<file path="config.mk">
export PLATFORM = sky130hd
export DESIGN_NAME = earliest_deadline_task_scheduler
export DESIGN_NICKNAME = d
export VERILOG_FILES = /design/src/rtl/edts_pkg.sv /design/src/rtl/edts_ctrl.sv /design/src/rtl/edts_dp.sv /design/src/rtl/earliest_deadline_task_scheduler.sv
export SDC_FILE = /design/constraint.sdc
export NUM_CORES = 1
export LEC_CHECK = 0
export ABC_CLOCK_PERIOD_IN_PS = 5750
export CAP_MARGIN = 30
export CORE_ASPECT_RATIO = 1.5
export CORE_UTILIZATION = 30
export DETAILED_ROUTE_END_ITERATION = 10
export DONT_BUFFER_PORTS = 1
export GPL_TIMING_DRIVEN = 1
export PLACE_DENSITY = 0.54
export SLEW_MARGIN = 25
export SYNTH_ARGS = -nofsm -noshare
export SYNTH_HDL_FRONTEND = slang
export SYNTH_SLANG_ARGS = --single-unit
</file>
<file path="constraint.sdc">
create_clock -name clk_i -period 5.75 [get_ports clk_i]
set_input_delay 1.4375 -clock clk_i [delete_from_list [all_inputs] [get_ports clk_i]]
set_output_delay 1.4375 -clock clk_i [all_outputs]
set_load 0.02 [all_outputs]
</file>
<file path="src/rtl/edts_pkg.sv">
`default_nettype none
// ----------------------------------------------------------------------------
// edts_pkg
// Shared types and constants for the earliest-deadline task scheduler.
// ----------------------------------------------------------------------------
package edts_pkg;

  localparam int unsigned DefMaxTasks = 16;
  localparam int unsigned DefTimeBits = 16;

  localparam int unsigned FieldTimeW = 16;
  localparam int unsigned WorkW      = 16;
  localparam int unsigned SlotW      = 4;
  localparam int unsigned CountW     = 5;
  localparam int unsigned OpW        = 2;

  typedef enum logic [OpW-1:0] {
    OP_LOAD  = 2'd0,
    OP_TICK  = 2'd1,
    OP_CLEAR = 2'd2
  } edts_op_e;

  // controller -> datapath
  typedef struct packed {
    logic load;       // write one task entry
    logic clear;      // zero the time counter
    logic plain_res;  // emit a result word with no task info
    logic scan_init;  // latch limit, clear best-so-far
    logic rd_en;      // read entry at scan index, advance index
    logic commit;     // write back the pick, emit tick result, advance time
  } edts_cmd_t;

  // datapath -> controller
  typedef struct packed {
    logic scan_last;  // current scan index is the last one below the limit
    logic limit_zero; // no entries take part
  } edts_stat_t;

endpackage
`default_nettype wire

</file>
<file path="src/rtl/edts_ctrl.sv">
`default_nettype none
// ----------------------------------------------------------------------------
// edts_ctrl
// Sequencer: decodes accepted words and steps the datapath through the
// per-tick scan, compare drain and write-back.
// ----------------------------------------------------------------------------
module edts_ctrl
  import edts_pkg::*;
(
  input  wire logic           clk_i,
  input  wire logic           rst_ni,
  input  wire logic           start,
  input  wire logic [OpW-1:0] opcode_i,
  input  wire edts_stat_t     stat_i,
  output edts_cmd_t           cmd_o,
  output logic                busy
);

  typedef enum logic [1:0] {
    S_IDLE,
    S_SCAN,
    S_DRAIN,
    S_COMMIT
  } state_e;

  state_e state_q, state_d;
  logic   busy_q;
  logic   accept;

  assign accept = start && !busy_q;
  assign busy   = busy_q;

  always_comb begin
    state_d = state_q;
    cmd_o   = '0;
    unique case (state_q)
      S_IDLE: begin
        if (accept) begin
          if (opcode_i == OP_TICK) begin
            cmd_o.scan_init = 1'b1;
            state_d         = S_SCAN;
          end else begin
            cmd_o.plain_res = 1'b1;
            cmd_o.load      = (opcode_i == OP_LOAD);
            cmd_o.clear     = (opcode_i == OP_CLEAR);
          end
        end
      end
      S_SCAN: begin
        cmd_o.rd_en = !stat_i.limit_zero;
        if (stat_i.limit_zero || stat_i.scan_last) begin
          state_d = S_DRAIN;
        end
      end
      // last read word is compared here
      S_DRAIN: begin
        state_d = S_COMMIT;
      end
      S_COMMIT: begin
        cmd_o.commit = 1'b1;
        state_d      = S_IDLE;
      end
      default: begin
        state_d = S_IDLE;
      end
    endcase
  end

  always_ff @(posedge clk_i or negedge rst_ni) begin
    if (!rst_ni) begin
      state_q <= S_IDLE;
      busy_q  <= 1'b0;
    end else begin
      state_q <= state_d;
      busy_q  <= (state_d != S_IDLE);
    end
  end

endmodule
`default_nettype wire

</file>
<file path="src/rtl/edts_dp.sv">
`default_nettype none
// ----------------------------------------------------------------------------
// edts_dp
// Datapath: task entry memories, time counter, one-entry-per-cycle
// earliest-deadline compare and the result word registers.
// ----------------------------------------------------------------------------
module edts_dp
  import edts_pkg::*;
#(
  parameter int unsigned MAX_TASKS = DefMaxTasks,
  parameter int unsigned TIME_BITS = DefTimeBits
) (
  input  wire logic                  clk_i,
  input  wire logic                  rst_ni,
  input  wire edts_cmd_t             cmd_i,
  output edts_stat_t                 stat_o,
  input  wire logic                  cfg_we_i,
  input  wire logic [CountW-1:0]     cfg_wdata_i,
  input  wire logic [SlotW-1:0]      task_slot_i,
  input  wire logic [FieldTimeW-1:0] arrival_time_i,
  input  wire logic [WorkW-1:0]      work_ticks_i,
  input  wire logic [FieldTimeW-1:0] deadline_time_i,
  input  wire logic                  deadline_present_i,
  output logic                       result_valid_o,
  output logic                       task_ran_o,
  output logic [SlotW-1:0]           chosen_task_o,
  output logic                       task_done_o,
  output logic [FieldTimeW-1:0]      finish_tick_o,
  output logic [FieldTimeW-1:0]      turnaround_o,
  output logic [FieldTimeW-1:0]      tick_time_o
);

  localparam int unsigned IdxW = (MAX_TASKS > 1) ? $clog2(MAX_TASKS) : 1;
  localparam int unsigned CntW = $clog2(MAX_TASKS + 1);
  localparam int unsigned ExtW = TIME_BITS + FieldTimeW;

  // entry memories
  logic [TIME_BITS-1:0] arr_mem  [MAX_TASKS];
  logic [TIME_BITS-1:0] dl_mem   [MAX_TASKS];
  logic                 dv_mem   [MAX_TASKS];
  logic [WorkW-1:0]     work_mem [MAX_TASKS];
  logic [MAX_TASKS-1:0] live_q;   // entry loaded since reset

  logic [CountW-1:0]    task_count_q;
  logic [TIME_BITS-1:0] now_q;

  // scan state
  logic [CntW-1:0] scan_idx_q, limit_q;
  logic [IdxW-1:0] rd_addr;

  // read stage
  logic                 rd_valid_q;
  logic [IdxW-1:0]      rd_idx_q;
  logic [TIME_BITS-1:0] rd_arr_q, rd_dl_q;
  logic                 rd_dv_q, rd_live_q;
  logic [WorkW-1:0]     rd_work_q;

  // best so far
  logic                 found_q;
  logic [IdxW-1:0]      best_idx_q;
  logic [TIME_BITS-1:0] best_arr_q, best_dl_q;
  logic                 best_dv_q;
  logic [WorkW-1:0]     best_work_q;

  // result word
  logic                 res_valid_q, res_ran_q, res_done_q;
  logic [IdxW-1:0]      res_idx_q;
  logic [TIME_BITS-1:0] res_fin_q, res_turn_q, res_stamp_q;

  // input conversion
  logic [ExtW-1:0]       arr_ext, dl_ext;
  logic [TIME_BITS-1:0]  arr_in, dl_in;
  logic                  slot_ok;
  logic [IdxW+SlotW-1:0] slot_ext;
  logic [IdxW-1:0]       slot_idx;
  logic [CntW+CountW-1:0] tc_ext, max_ext;
  logic [CntW+CountW-1:0] limit_ext;

  assign arr_ext  = {{TIME_BITS{1'b0}}, arrival_time_i};
  assign dl_ext   = {{TIME_BITS{1'b0}}, deadline_time_i};
  assign arr_in   = arr_ext[TIME_BITS-1:0];
  assign dl_in    = dl_ext[TIME_BITS-1:0];
  assign slot_ok  = ({28'd0, task_slot_i} < 32'(MAX_TASKS));
  assign slot_ext = {{IdxW{1'b0}}, task_slot_i};
  assign slot_idx = slot_ext[IdxW-1:0];

  assign tc_ext    = {{CntW{1'b0}}, task_count_q};
  assign max_ext   = (CntW + CountW)'(MAX_TASKS);
  assign limit_ext = (tc_ext > max_ext) ? max_ext : tc_ext;

  assign rd_addr = scan_idx_q[IdxW-1:0];

  assign stat_o.limit_zero = (limit_q == '0);
  assign stat_o.scan_last  = ((scan_idx_q + CntW'(1)) >= limit_q);

  // compare stage
  logic cand, take;
  assign cand = rd_valid_q && rd_live_q && rd_dv_q && (rd_work_q != '0)
                && (rd_arr_q <= now_q);
  assign take = cand && (!found_q || (rd_dl_q < best_dl_q));

  // write port: load or write-back of the picked task
  logic                 wr_en;
  logic [IdxW-1:0]      wr_addr;
  logic [TIME_BITS-1:0] wr_arr, wr_dl;
  logic                 wr_dv;
  logic [WorkW-1:0]     wr_work;

  always_comb begin
    wr_en   = 1'b0;
    wr_addr = best_idx_q;
    wr_arr  = best_arr_q;
    wr_dl   = best_dl_q;
    wr_dv   = best_dv_q;
    wr_work = best_work_q - WorkW'(1);
    if (cmd_i.load) begin
      wr_en   = slot_ok;
      wr_addr = slot_idx;
      wr_arr  = arr_in;
      wr_dl   = dl_in;
      wr_dv   = deadline_present_i;
      wr_work = work_ticks_i;
    end else if (cmd_i.commit) begin
      wr_en = found_q;
    end
  end

  always_ff @(posedge clk_i) begin
    if (wr_en) begin
      arr_mem[wr_addr]  <= wr_arr;
      dl_mem[wr_addr]   <= wr_dl;
      dv_mem[wr_addr]   <= wr_dv;
      work_mem[wr_addr] <= wr_work;
    end
    if (cmd_i.rd_en) begin
      rd_arr_q  <= arr_mem[rd_addr];
      rd_dl_q   <= dl_mem[rd_addr];
      rd_dv_q   <= dv_mem[rd_addr];
      rd_work_q <= work_mem[rd_addr];
      rd_live_q <= live_q[rd_addr];
      rd_idx_q  <= rd_addr;
    end
  end

  // best-so-far payload
  always_ff @(posedge clk_i) begin
    if (take) begin
      best_idx_q  <= rd_idx_q;
      best_arr_q  <= rd_arr_q;
      best_dl_q   <= rd_dl_q;
      best_dv_q   <= rd_dv_q;
      best_work_q <= rd_work_q;
    end
  end

  logic [TIME_BITS-1:0] now_inc;
  logic                 fin_hit;
  assign now_inc = now_q + TIME_BITS'(1);
  assign fin_hit = found_q && (best_work_q == WorkW'(1));

  // result payload
  always_ff @(posedge clk_i) begin
    if (cmd_i.plain_res) begin
      res_ran_q   <= 1'b0;
      res_idx_q   <= '0;
      res_done_q  <= 1'b0;
      res_fin_q   <= '0;
      res_turn_q  <= '0;
      res_stamp_q <= cmd_i.clear ? '0 : now_q;
    end else if (cmd_i.commit) begin
      res_ran_q   <= found_q;
      res_idx_q   <= found_q ? best_idx_q : '0;
      res_done_q  <= fin_hit;
      res_fin_q   <= fin_hit ? now_inc : '0;
      res_turn_q  <= fin_hit ? (now_inc - best_arr_q) : '0;
      res_stamp_q <= now_q;
    end
  end

  always_ff @(posedge clk_i or negedge rst_ni) begin
    if (!rst_ni) begin
      task_count_q <= '0;
      now_q        <= '0;
      live_q       <= '0;
      scan_idx_q   <= '0;
      limit_q      <= '0;
      rd_valid_q   <= 1'b0;
      found_q      <= 1'b0;
      res_valid_q  <= 1'b0;
    end else begin
      if (cfg_we_i) begin
        task_count_q <= cfg_wdata_i;
      end
      if (cmd_i.load && slot_ok) begin
        live_q[slot_idx] <= 1'b1;
      end
      if (cmd_i.clear) begin
        now_q <= '0;
      end else if (cmd_i.commit) begin
        now_q <= now_inc;
      end
      if (cmd_i.scan_init) begin
        scan_idx_q <= '0;
        limit_q    <= limit_ext[CntW-1:0];
      end else if (cmd_i.rd_en) begin
        scan_idx_q <= scan_idx_q + CntW'(1);
      end
      rd_valid_q <= cmd_i.rd_en;
      if (cmd_i.scan_init) begin
        found_q <= 1'b0;
      end else if (take) begin
        found_q <= 1'b1;
      end
      res_valid_q <= cmd_i.plain_res || cmd_i.commit;
    end
  end

  // output widths
  logic [ExtW-1:0]       fin_ext, turn_ext, stamp_ext;
  logic [IdxW+SlotW-1:0] idx_ext;
  assign fin_ext   = {{FieldTimeW{1'b0}}, res_fin_q};
  assign turn_ext  = {{FieldTimeW{1'b0}}, res_turn_q};
  assign stamp_ext = {{FieldTimeW{1'b0}}, res_stamp_q};
  assign idx_ext   = {{SlotW{1'b0}}, res_idx_q};

  assign result_valid_o = res_valid_q;
  assign task_ran_o     = res_ran_q;
  assign chosen_task_o  = idx_ext[SlotW-1:0];
  assign task_done_o    = res_done_q;
  assign finish_tick_o  = fin_ext[FieldTimeW-1:0];
  assign turnaround_o   = turn_ext[FieldTimeW-1:0];
  assign tick_time_o    = stamp_ext[FieldTimeW-1:0];

endmodule
`default_nettype wire

</file>
<file path="src/rtl/earliest_deadline_task_scheduler.sv">
`default_nettype none
// ----------------------------------------------------------------------------
// earliest_deadline_task_scheduler
// Preemptive earliest-deadline-first scheduler driven by tick words.
//
//   channel   handshake                  payload
//   -------   -------------------------  ----------------------------------
//   command   start & !busy              opcode, task_slot, arrival_time,
//                                        work_ticks, deadline_time,
//                                        deadline_present
//   result    result_valid_o (1 cycle)   task_ran, chosen_task, task_done,
//                                        finish_tick, turnaround, tick_time
//   config    cfg_we_i                   cfg_wdata_i -> task_count
//
// Load and clear words: result strobe the cycle after accept, busy stays low,
// so one word per cycle. Tick words: one shared comparator reads one task
// entry per cycle over the first min(task_count, MAX_TASKS) entries; after
// the drain and commit states the result strobes and the next word is taken.
// Reset clears time, task_count and the per-entry loaded bits; no sweep.
// The receiver cannot stall; every result is valid for one cycle.
// ----------------------------------------------------------------------------
module earliest_deadline_task_scheduler
  import edts_pkg::*;
#(
  parameter int unsigned MAX_TASKS = DefMaxTasks,
  parameter int unsigned TIME_BITS = DefTimeBits
) (
  input  wire logic                  clk_i,
  input  wire logic                  rst_ni,
  input  wire logic                  cfg_we_i,
  input  wire logic [CountW-1:0]     cfg_wdata_i,
  input  wire logic                  start,
  output logic                       busy,
  input  wire logic [OpW-1:0]        opcode_i,
  input  wire logic [SlotW-1:0]      task_slot_i,
  input  wire logic [FieldTimeW-1:0] arrival_time_i,
  input  wire logic [WorkW-1:0]      work_ticks_i,
  input  wire logic [FieldTimeW-1:0] deadline_time_i,
  input  wire logic                  deadline_present_i,
  output logic                       result_valid_o,
  output logic                       task_ran_o,
  output logic [SlotW-1:0]           chosen_task_o,
  output logic                       task_done_o,
  output logic [FieldTimeW-1:0]      finish_tick_o,
  output logic [FieldTimeW-1:0]      turnaround_o,
  output logic [FieldTimeW-1:0]      tick_time_o
);

  edts_cmd_t  cmd;
  edts_stat_t stat;

  edts_ctrl u_ctrl (
    .clk_i    (clk_i),
    .rst_ni   (rst_ni),
    .start    (start),
    .opcode_i (opcode_i),
    .stat_i   (stat),
    .cmd_o    (cmd),
    .busy     (busy)
  );

  edts_dp #(
    .MAX_TASKS (MAX_TASKS),
    .TIME_BITS (TIME_BITS)
  ) u_dp (
    .clk_i              (clk_i),
    .rst_ni             (rst_ni),
    .cmd_i              (cmd),
    .stat_o             (stat),
    .cfg_we_i           (cfg_we_i),
    .cfg_wdata_i        (cfg_wdata_i),
    .task_slot_i        (task_slot_i),
    .arrival_time_i     (arrival_time_i),
    .work_ticks_i       (work_ticks_i),
    .deadline_time_i    (deadline_time_i),
    .deadline_present_i (deadline_present_i),
    .result_valid_o     (result_valid_o),
    .task_ran_o         (task_ran_o),
    .chosen_task_o      (chosen_task_o),
    .task_done_o        (task_done_o),
    .finish_tick_o      (finish_tick_o),
    .turnaround_o       (turnaround_o),
    .tick_time_o        (tick_time_o)
  );

endmodule
`default_nettype wire
</file>
# Word level (Yosys, flattened, before mapping)
# Memory sizes are Yosys's and may differ from the RTL's. A register that Yosys moved wholly into a read port is not among the register bits.
# Cells that the tools add are included.
# classes
n_addsub	4
order_cmp	7
n_eq_ne	6
muxes	36
n_bitwise	1
n_reduce_logical	23
# op_table
operator	count
two-way mux 16 bit	10
adder 16 x 1 -> 16 bit (second input constant)	1
== test 16 x 1 -> 1 bit (second input constant)	1
<= comparator 16 bit	1
< comparator 16 bit	1
two-way mux 4 bit	4
OR 16 bit	1
nonzero test 16 bit	1
subtractor 16 x 1 -> 16 bit (second input constant)	1
subtractor 16 bit	1
two-way mux 5 bit	3
two-way mux 1 bit	12
< comparator 4 x 5 -> 1 bit (second input constant)	2
nonzero test 2 bit	5
logical AND 1 bit	8
one-hot mux 2 bit (4 select lines)	1
== test 2 bit (second input constant)	3
two-way mux 2 bit	3
adder 5 x 1 -> 5 bit (second input constant)	1
greater-or-equal comparator 5 bit	1
greater-than comparator 5 bit (second input constant)	1
zero test 5 bit	1
binary-select mux 1 bit (select 4 bit)	1
demux 1 bit (select 4 bit)	1
other kinds (6)	12
# word_totals
ff_bits	165
mem_bits_rw	784
inputBits	64
out_inout_bits	56
word_cells	104
mem_count	4
# mem_list
memory	words	word_bits	rd	rd_clocked_by_memory_dff	write_ports	line	rtl
u_dp.arr_mem	16	16	1	1	1	edts_dp.sv:38	logic [TIME_BITS-1:0] arr_mem [MAX_TASKS];
u_dp.dl_mem	16	16	1	1	1	edts_dp.sv:39	logic [TIME_BITS-1:0] dl_mem [MAX_TASKS];
u_dp.work_mem	16	16	1	1	1	edts_dp.sv:41	logic [WorkW-1:0] work_mem [MAX_TASKS];
u_dp.dv_mem	16	1	1	1	1	edts_dp.sv:40	logic dv_mem [MAX_TASKS];

# Depth between registers and ports, before layout
# logic_depth
ltp_word	7
mapped_depth	13
depth_no_buf	13

# By module
# From an unflattened synthesis, not the netlist that was laid out.
# hier_totals
hier_cells	2018
hier_area_um2	39606.7
# by_module_without_submodules
module	n_inst	cells_each	area_each_um2	seq_area_each_um2
edts_dp	1	1999	39406.5	29248.1
edts_ctrl	1	19	200.2	75.1

# Worst setup path before layout
# Ideal clock, no wire load.
# synth_path
path_type	input port to flip-flop
from	input port start
to	memory u_dp.arr_mem[5][0] (netlist name) (enable)
setup_ns	0.456
arrival_ns	4.473
required_time_ns	5.294
setup_slack_ns	0.821
cell_stages	7
path_buffers	2
cell_sequence	nand3b_1 or3_1 clkbuf_1 buf_2 nor2_1 a21oi_1 nor2_1
# synth_via
elab_chain_cells	6
word_cells_on_any_way	7
classes_between	6 x mux; 1 x reduce/logical
# synth_lines
item	line	rtl
start, declared	earliest_deadline_task_scheduler.sv:32	input wire logic start,
logical AND 1 bit (*)	edts_ctrl.sv:30	assign accept = start && !busy_q;
two-way mux 4 bit (*)	edts_ctrl.sv:38	if (accept) begin
two-way mux 4 bit (*)	edts_ctrl.sv:36	unique case (state_q)
two-way mux 1 bit	edts_dp.sv:116	if (cmd_i.load) begin
two-way mux 1 bit	edts_dp.sv:129	if (wr_en) begin
two-way mux 1 bit (not written as such)	edts_dp.sv:130	arr_mem[wr_addr] <= wr_arr;
end, declared	edts_dp.sv:38	
# Every way passes the cells marked *; elsewhere a longest branch is shown, timed or not.

# Final worst setup path
# layout_path
from	input port start
to	memory u_dp.arr_mem[1][7] (netlist name) (enable)
# The elaborated chain is that of the path after synthesis.

==> results.md <==
- The flow ran to the end, and the final reports show no timing, DRC or antenna violations.
- The area growth from synthesis to final layout is 15.0%.
- The ratio of final minimum period to clock period is 63.4%.
- In the synthesized netlist the async set-or-reset flop fraction comes to 5.31%.
- The synthesized-area fraction occupied by ao, oa, aoi and oai cells is 3.18%.
- The detailed placement HPWL is 59100 um.
- The fraction of synthesized cell area taken by the top area cell type is 68.9%.
- Synthesis handed over a netlist of 2011 instances.
- The net count reported at finish is 2224.
- The synthesized design spends more area on one cell type than any other, namely sky130_fd_sc_hd__edfxtp_1.
- The fraction of final layout cells sized beyond drive strength 1 is 24.0%.
- The number of routed nets with antenna violations is 0.
- The first global-routing pass estimated 140000 um of wire.
- The initial core utilization is 30.3%.
- The H-tree level count is 3.
- The maximum clock skew at final layout is 0.0385 ns.
- In this run the power density over the cells is 445 nW/um^2.
- The total wirelength of the detailed-routed design is 95800 um.
- The weighted congestion reported at the end of routability-driven placement is 0.840.
- After synthesis, the cell types taking the most area are sky130_fd_sc_hd__edfxtp_1, sky130_fd_sc_hd__mux4_2, sky130_fd_sc_hd__dfrtp_1, sky130_fd_sc_hd__dfxtp_1, sky130_fd_sc_hd__ha_1.
- The clock buffer count from CTS is 90.
- The dominant synthesized flop cell is sky130_fd_sc_hd__edfxtp_1.
- Among all cell types in the netlist, the one instantiated most often is sky130_fd_sc_hd__edfxtp_1.
- During I/O placement, the number of pins put on the boundary was 120.
- The final cell area excluding filler cells is 45400 um^2.
- The startpoint type of the worst setup path is an input pin.
- The data arrival time of the critical path is 3.99 ns.
- For this run, the number of Yosys warnings is 0.
- The largest fanout on the critical path is 19.
- Counting flops with a built-in enable in the synthesized netlist gives 907.
- Setup repair after global routing left no endpoint under its margin.
- The initial antenna violation count was 11.
- The post-synthesis share of cell area spent on xor and xnor gates is 0.975%.
- For this run, the top clock speed supported by timing is 274 MHz.
- The distinct cell type count after synthesis is 60.
- In this run, synthesis produced a sequential element count of 998.
- Summing the areas of all fa, ha and maj instances in the mapped netlist gives 1.79% of the synthesized area.
- The register area share after synthesis is 74.2%.
- The total iterations of the first detailed-routing run is 7.
- The critical path capture point type is a flip-flop.
- After synthesis, the mean cell area works out to 19.7 um^2.
- The layout has 11960 filler cells.
- The sum of negative setup slack is 0 ns.
- For this design the static power due to leakage is 14.7 nW.
- The number of gates resized after CTS was 0.
- For the pin with the worst max-slew slack, the measured transition is 0.978 ns.
- The insertion delay to the later sink of the worst-skew pair is 0.69 ns.
- The number of pins with negative max-slew slack in the final report came to 0.
- In the routed design, unresolved DRC markers number 0.
- The ratio of routed vias to standard cells is 4.87.
- Setup violations remaining at the end of the flow were counted as 0.
- The full die area is 133000 um^2.
- The clock slew at the register clock pins of the worst setup and hold paths is 0.07 ns.
- Across all register-to-register paths, the minimum setup slack is 2.21 ns.
- The portion of synthesized area spent on multiplexers is 14.4%.
- The count of port buffers added during placement is 0.
- The min-delay analysis places its worst path in the category reg -> reg.
- The number of max-cap violations is 0.
- After global routing the overflow that remains totals 0.
- The number of hold buffers added after CTS is 0.
- By area, the combinational part of the netlist is dominated by multiplexers.
- The peak ir drop on the vdd network is 0.350 mV.
- The die span in x is 298 um.
- The first-iteration detailed-routing DRC count is 1311.
- The placed instance area is 42200 um^2.
- The basic-gate share of the synthesized area counting and, or, nand and nor cells is 3.52%.
- After detailed routing, the average wire length per cell comes to 24.5 um.
- The critical path is of the in -> reg type.
- The via count of the first global-routing pass is 20265.
- For this design, the sink count on the clock tree is 998.
- The post-CTS setup-driven buffer insertion count is 0.
- Global routing used 14.5% of the available tracks.
- The maximum number of pins on one net before global-route repair is 110.
- For the finished layout, the period the worst path requires is 3.65 ns.
- The vertical die dimension is 447 um.
- The total count of hold-check failures in the final report is 0.
- The standard-cell row count is 162.
- Summing every instance area after synthesis gives 39500 um^2.
- STA puts the critical path data required time at 6.10 ns.
- The floorplan step defined a core boundary enclosing 130000 um^2.
- The cell sitting at the root of the clock tree is a sky130_fd_sc_hd__clkbuf_16.
- The maximum clock insertion buffer count is 3.
- The commonest cells after synthesis are sky130_fd_sc_hd__edfxtp_1, sky130_fd_sc_hd__mux4_2, sky130_fd_sc_hd__nand2_1.
- Across all layers, the routed design uses 19008 vias.
- In this run the tightest slew margin relative to its limit is 34.5%.
- The post-synth net total is 2131.
- TritonCTS built the clock tree.
[flip-flops by register name (all words and copies together) (netlist names), 5 cells and up]
| signal | count |
|---|---|
| u_dp.arr_mem | 256 |
| u_dp.best_arr_q | 16 |
| u_dp.best_dl_q | 16 |
| u_dp.best_work_q | 16 |
| u_dp.dl_mem | 256 |
| u_dp.dv_mem | 16 |
| u_dp.finish_tick_o | 16 |
| u_dp.limit_q | 5 |
| u_dp.live_q | 16 |
| u_dp.now_q | 16 |
| u_dp.rd_arr_q | 16 |
| u_dp.rd_dl_q | 16 |
| u_dp.rd_work_q | 16 |
| u_dp.scan_idx_q | 5 |
| u_dp.task_count_q | 5 |
| u_dp.tick_time_o | 16 |
| u_dp.turnaround_o | 16 |
| u_dp.work_mem | 256 |
[logic make-up (layout without fill, tap and decap cells)]
kind of cell / after synthesis / count (layout)
flip-flops: 998 / 998
AO/OA/AOI/OAI: 205 / 205
AND/OR/NAND/NOR: 292 / 292
buffers and inverters: 159 / 327
adder cells (fa/ha/maj): 56 / 56
XOR/XNOR: 44 / 44
multiplexers: 257 / 257
other: 0 / 1
[final cells by class]
cell class / count / area [um^2] / area share (%)
multi-input cells: 854 / 9620 / 21.2
clock buffers: 120 / 2570 / 5.65
diodes: 1 / 2.50 / 0.00551
well taps: 1722 / 2150 / 4.74
clock inverters: 47 / 608 / 1.34
inverters: 74 / 278 / 0.611
repair buffers: 86 / 881 / 1.94
flip-flops and latches: 998 / 29300 / 64.5
[worst paths after layout]
path | from | endpoint | cells after the start
worst min-delay path | u_dp.rd_idx_q[1] | u_dp.best_idx_q[1] | 0
min in group asynchronous | rst_ni | u_dp.now_q[6] | 0
worst min register to register | u_dp.rd_idx_q[1] | u_dp.best_idx_q[1] | 0
max in group asynchronous | rst_ni | u_dp.scan_idx_q[1] | 0
worst max-delay path | start | u_dp.arr_mem[1][7] | 6
worst max register to register | u_ctrl.state_q[0] | u_dp.arr_mem[1][7] | 7
[metrics by stage]
stage | std cells | util, % | hold WS (ns) | setup slack, ns | power [mW]
CTS | 3896 | 34.8 | 0.385 | 2.10 | 20.5
finish | 3902 | 34.9 | 0.424 | 2.10 | 20.2
detailed placement | 3729 | 32.4 | 0.407 | 1.36 | 14.1
global placement | 3723 | 32.3 | 0.402 | 1.45 | 14.0
global route | 3902 | 34.9 | 0.406 | 1.92 | 21.1
floorplan | 2011 | - | 0.400 | 0.821 | 12.6
[routing by layer]
layer | vias up | wire length (um) | part of all wire (%) | GRT usage (%)
met5 | - | 82 | 0.086 | 0
met4 | 12 | 2780 | 2.9 | 4.98
met3 | 165 | 4080 | 4.3 | 2.50
met2 | 455 | 52100 | 54 | 26.9
met1 | 10098 | 36800 | 38 | 16.7
li1 | 8278 | - | - | -
[where the power goes]
part | switching, mW | internal [mW]
logic | 2.37 | 2.25
registers | 0.487 | 8.70
clock network | 2.68 | 3.74
total | 5.54 | 14.7
[worst max-delay path, stage by stage]
cell,delay [ns]
sky130_fd_sc_hd__nand3b_1,0.13
sky130_fd_sc_hd__or3_2,0.63
sky130_fd_sc_hd__nor3b_1,0.35
sky130_fd_sc_hd__a31oi_1,0.25
sky130_fd_sc_hd__nor2_4,0.71
sky130_fd_sc_hd__buf_4,0.44
[layout by cell type, fill, tap and decap left out, types with 8 or more instances in the layout]
cell type,n
sky130_fd_sc_hd__a21o_1,19
sky130_fd_sc_hd__a21oi_1,25
sky130_fd_sc_hd__and2_1,20
sky130_fd_sc_hd__and3_1,8
sky130_fd_sc_hd__buf_12,13
sky130_fd_sc_hd__buf_4,65
sky130_fd_sc_hd__bufinv_16,13
sky130_fd_sc_hd__clkbuf_1,14
sky130_fd_sc_hd__clkbuf_16,97
sky130_fd_sc_hd__clkinv_1,11
sky130_fd_sc_hd__clkinv_2,12
sky130_fd_sc_hd__dfrtp_1,49
sky130_fd_sc_hd__dfxtp_1,38
sky130_fd_sc_hd__edfxtp_1,907
sky130_fd_sc_hd__ha_1,55
sky130_fd_sc_hd__inv_1,74
sky130_fd_sc_hd__mux4_2,250
sky130_fd_sc_hd__nand2_1,132
sky130_fd_sc_hd__nand2b_1,9
sky130_fd_sc_hd__nand3_1,12
sky130_fd_sc_hd__nand4_1,14
sky130_fd_sc_hd__nor2_1,33
sky130_fd_sc_hd__nor2_4,17
sky130_fd_sc_hd__nor3_1,12
sky130_fd_sc_hd__o21ai_0,64
sky130_fd_sc_hd__o21ai_1,34
sky130_fd_sc_hd__o21bai_1,12
sky130_fd_sc_hd__xnor2_1,32
sky130_fd_sc_hd__xor2_1,12
Note: power is estimated with default switching activity, not from simulation.
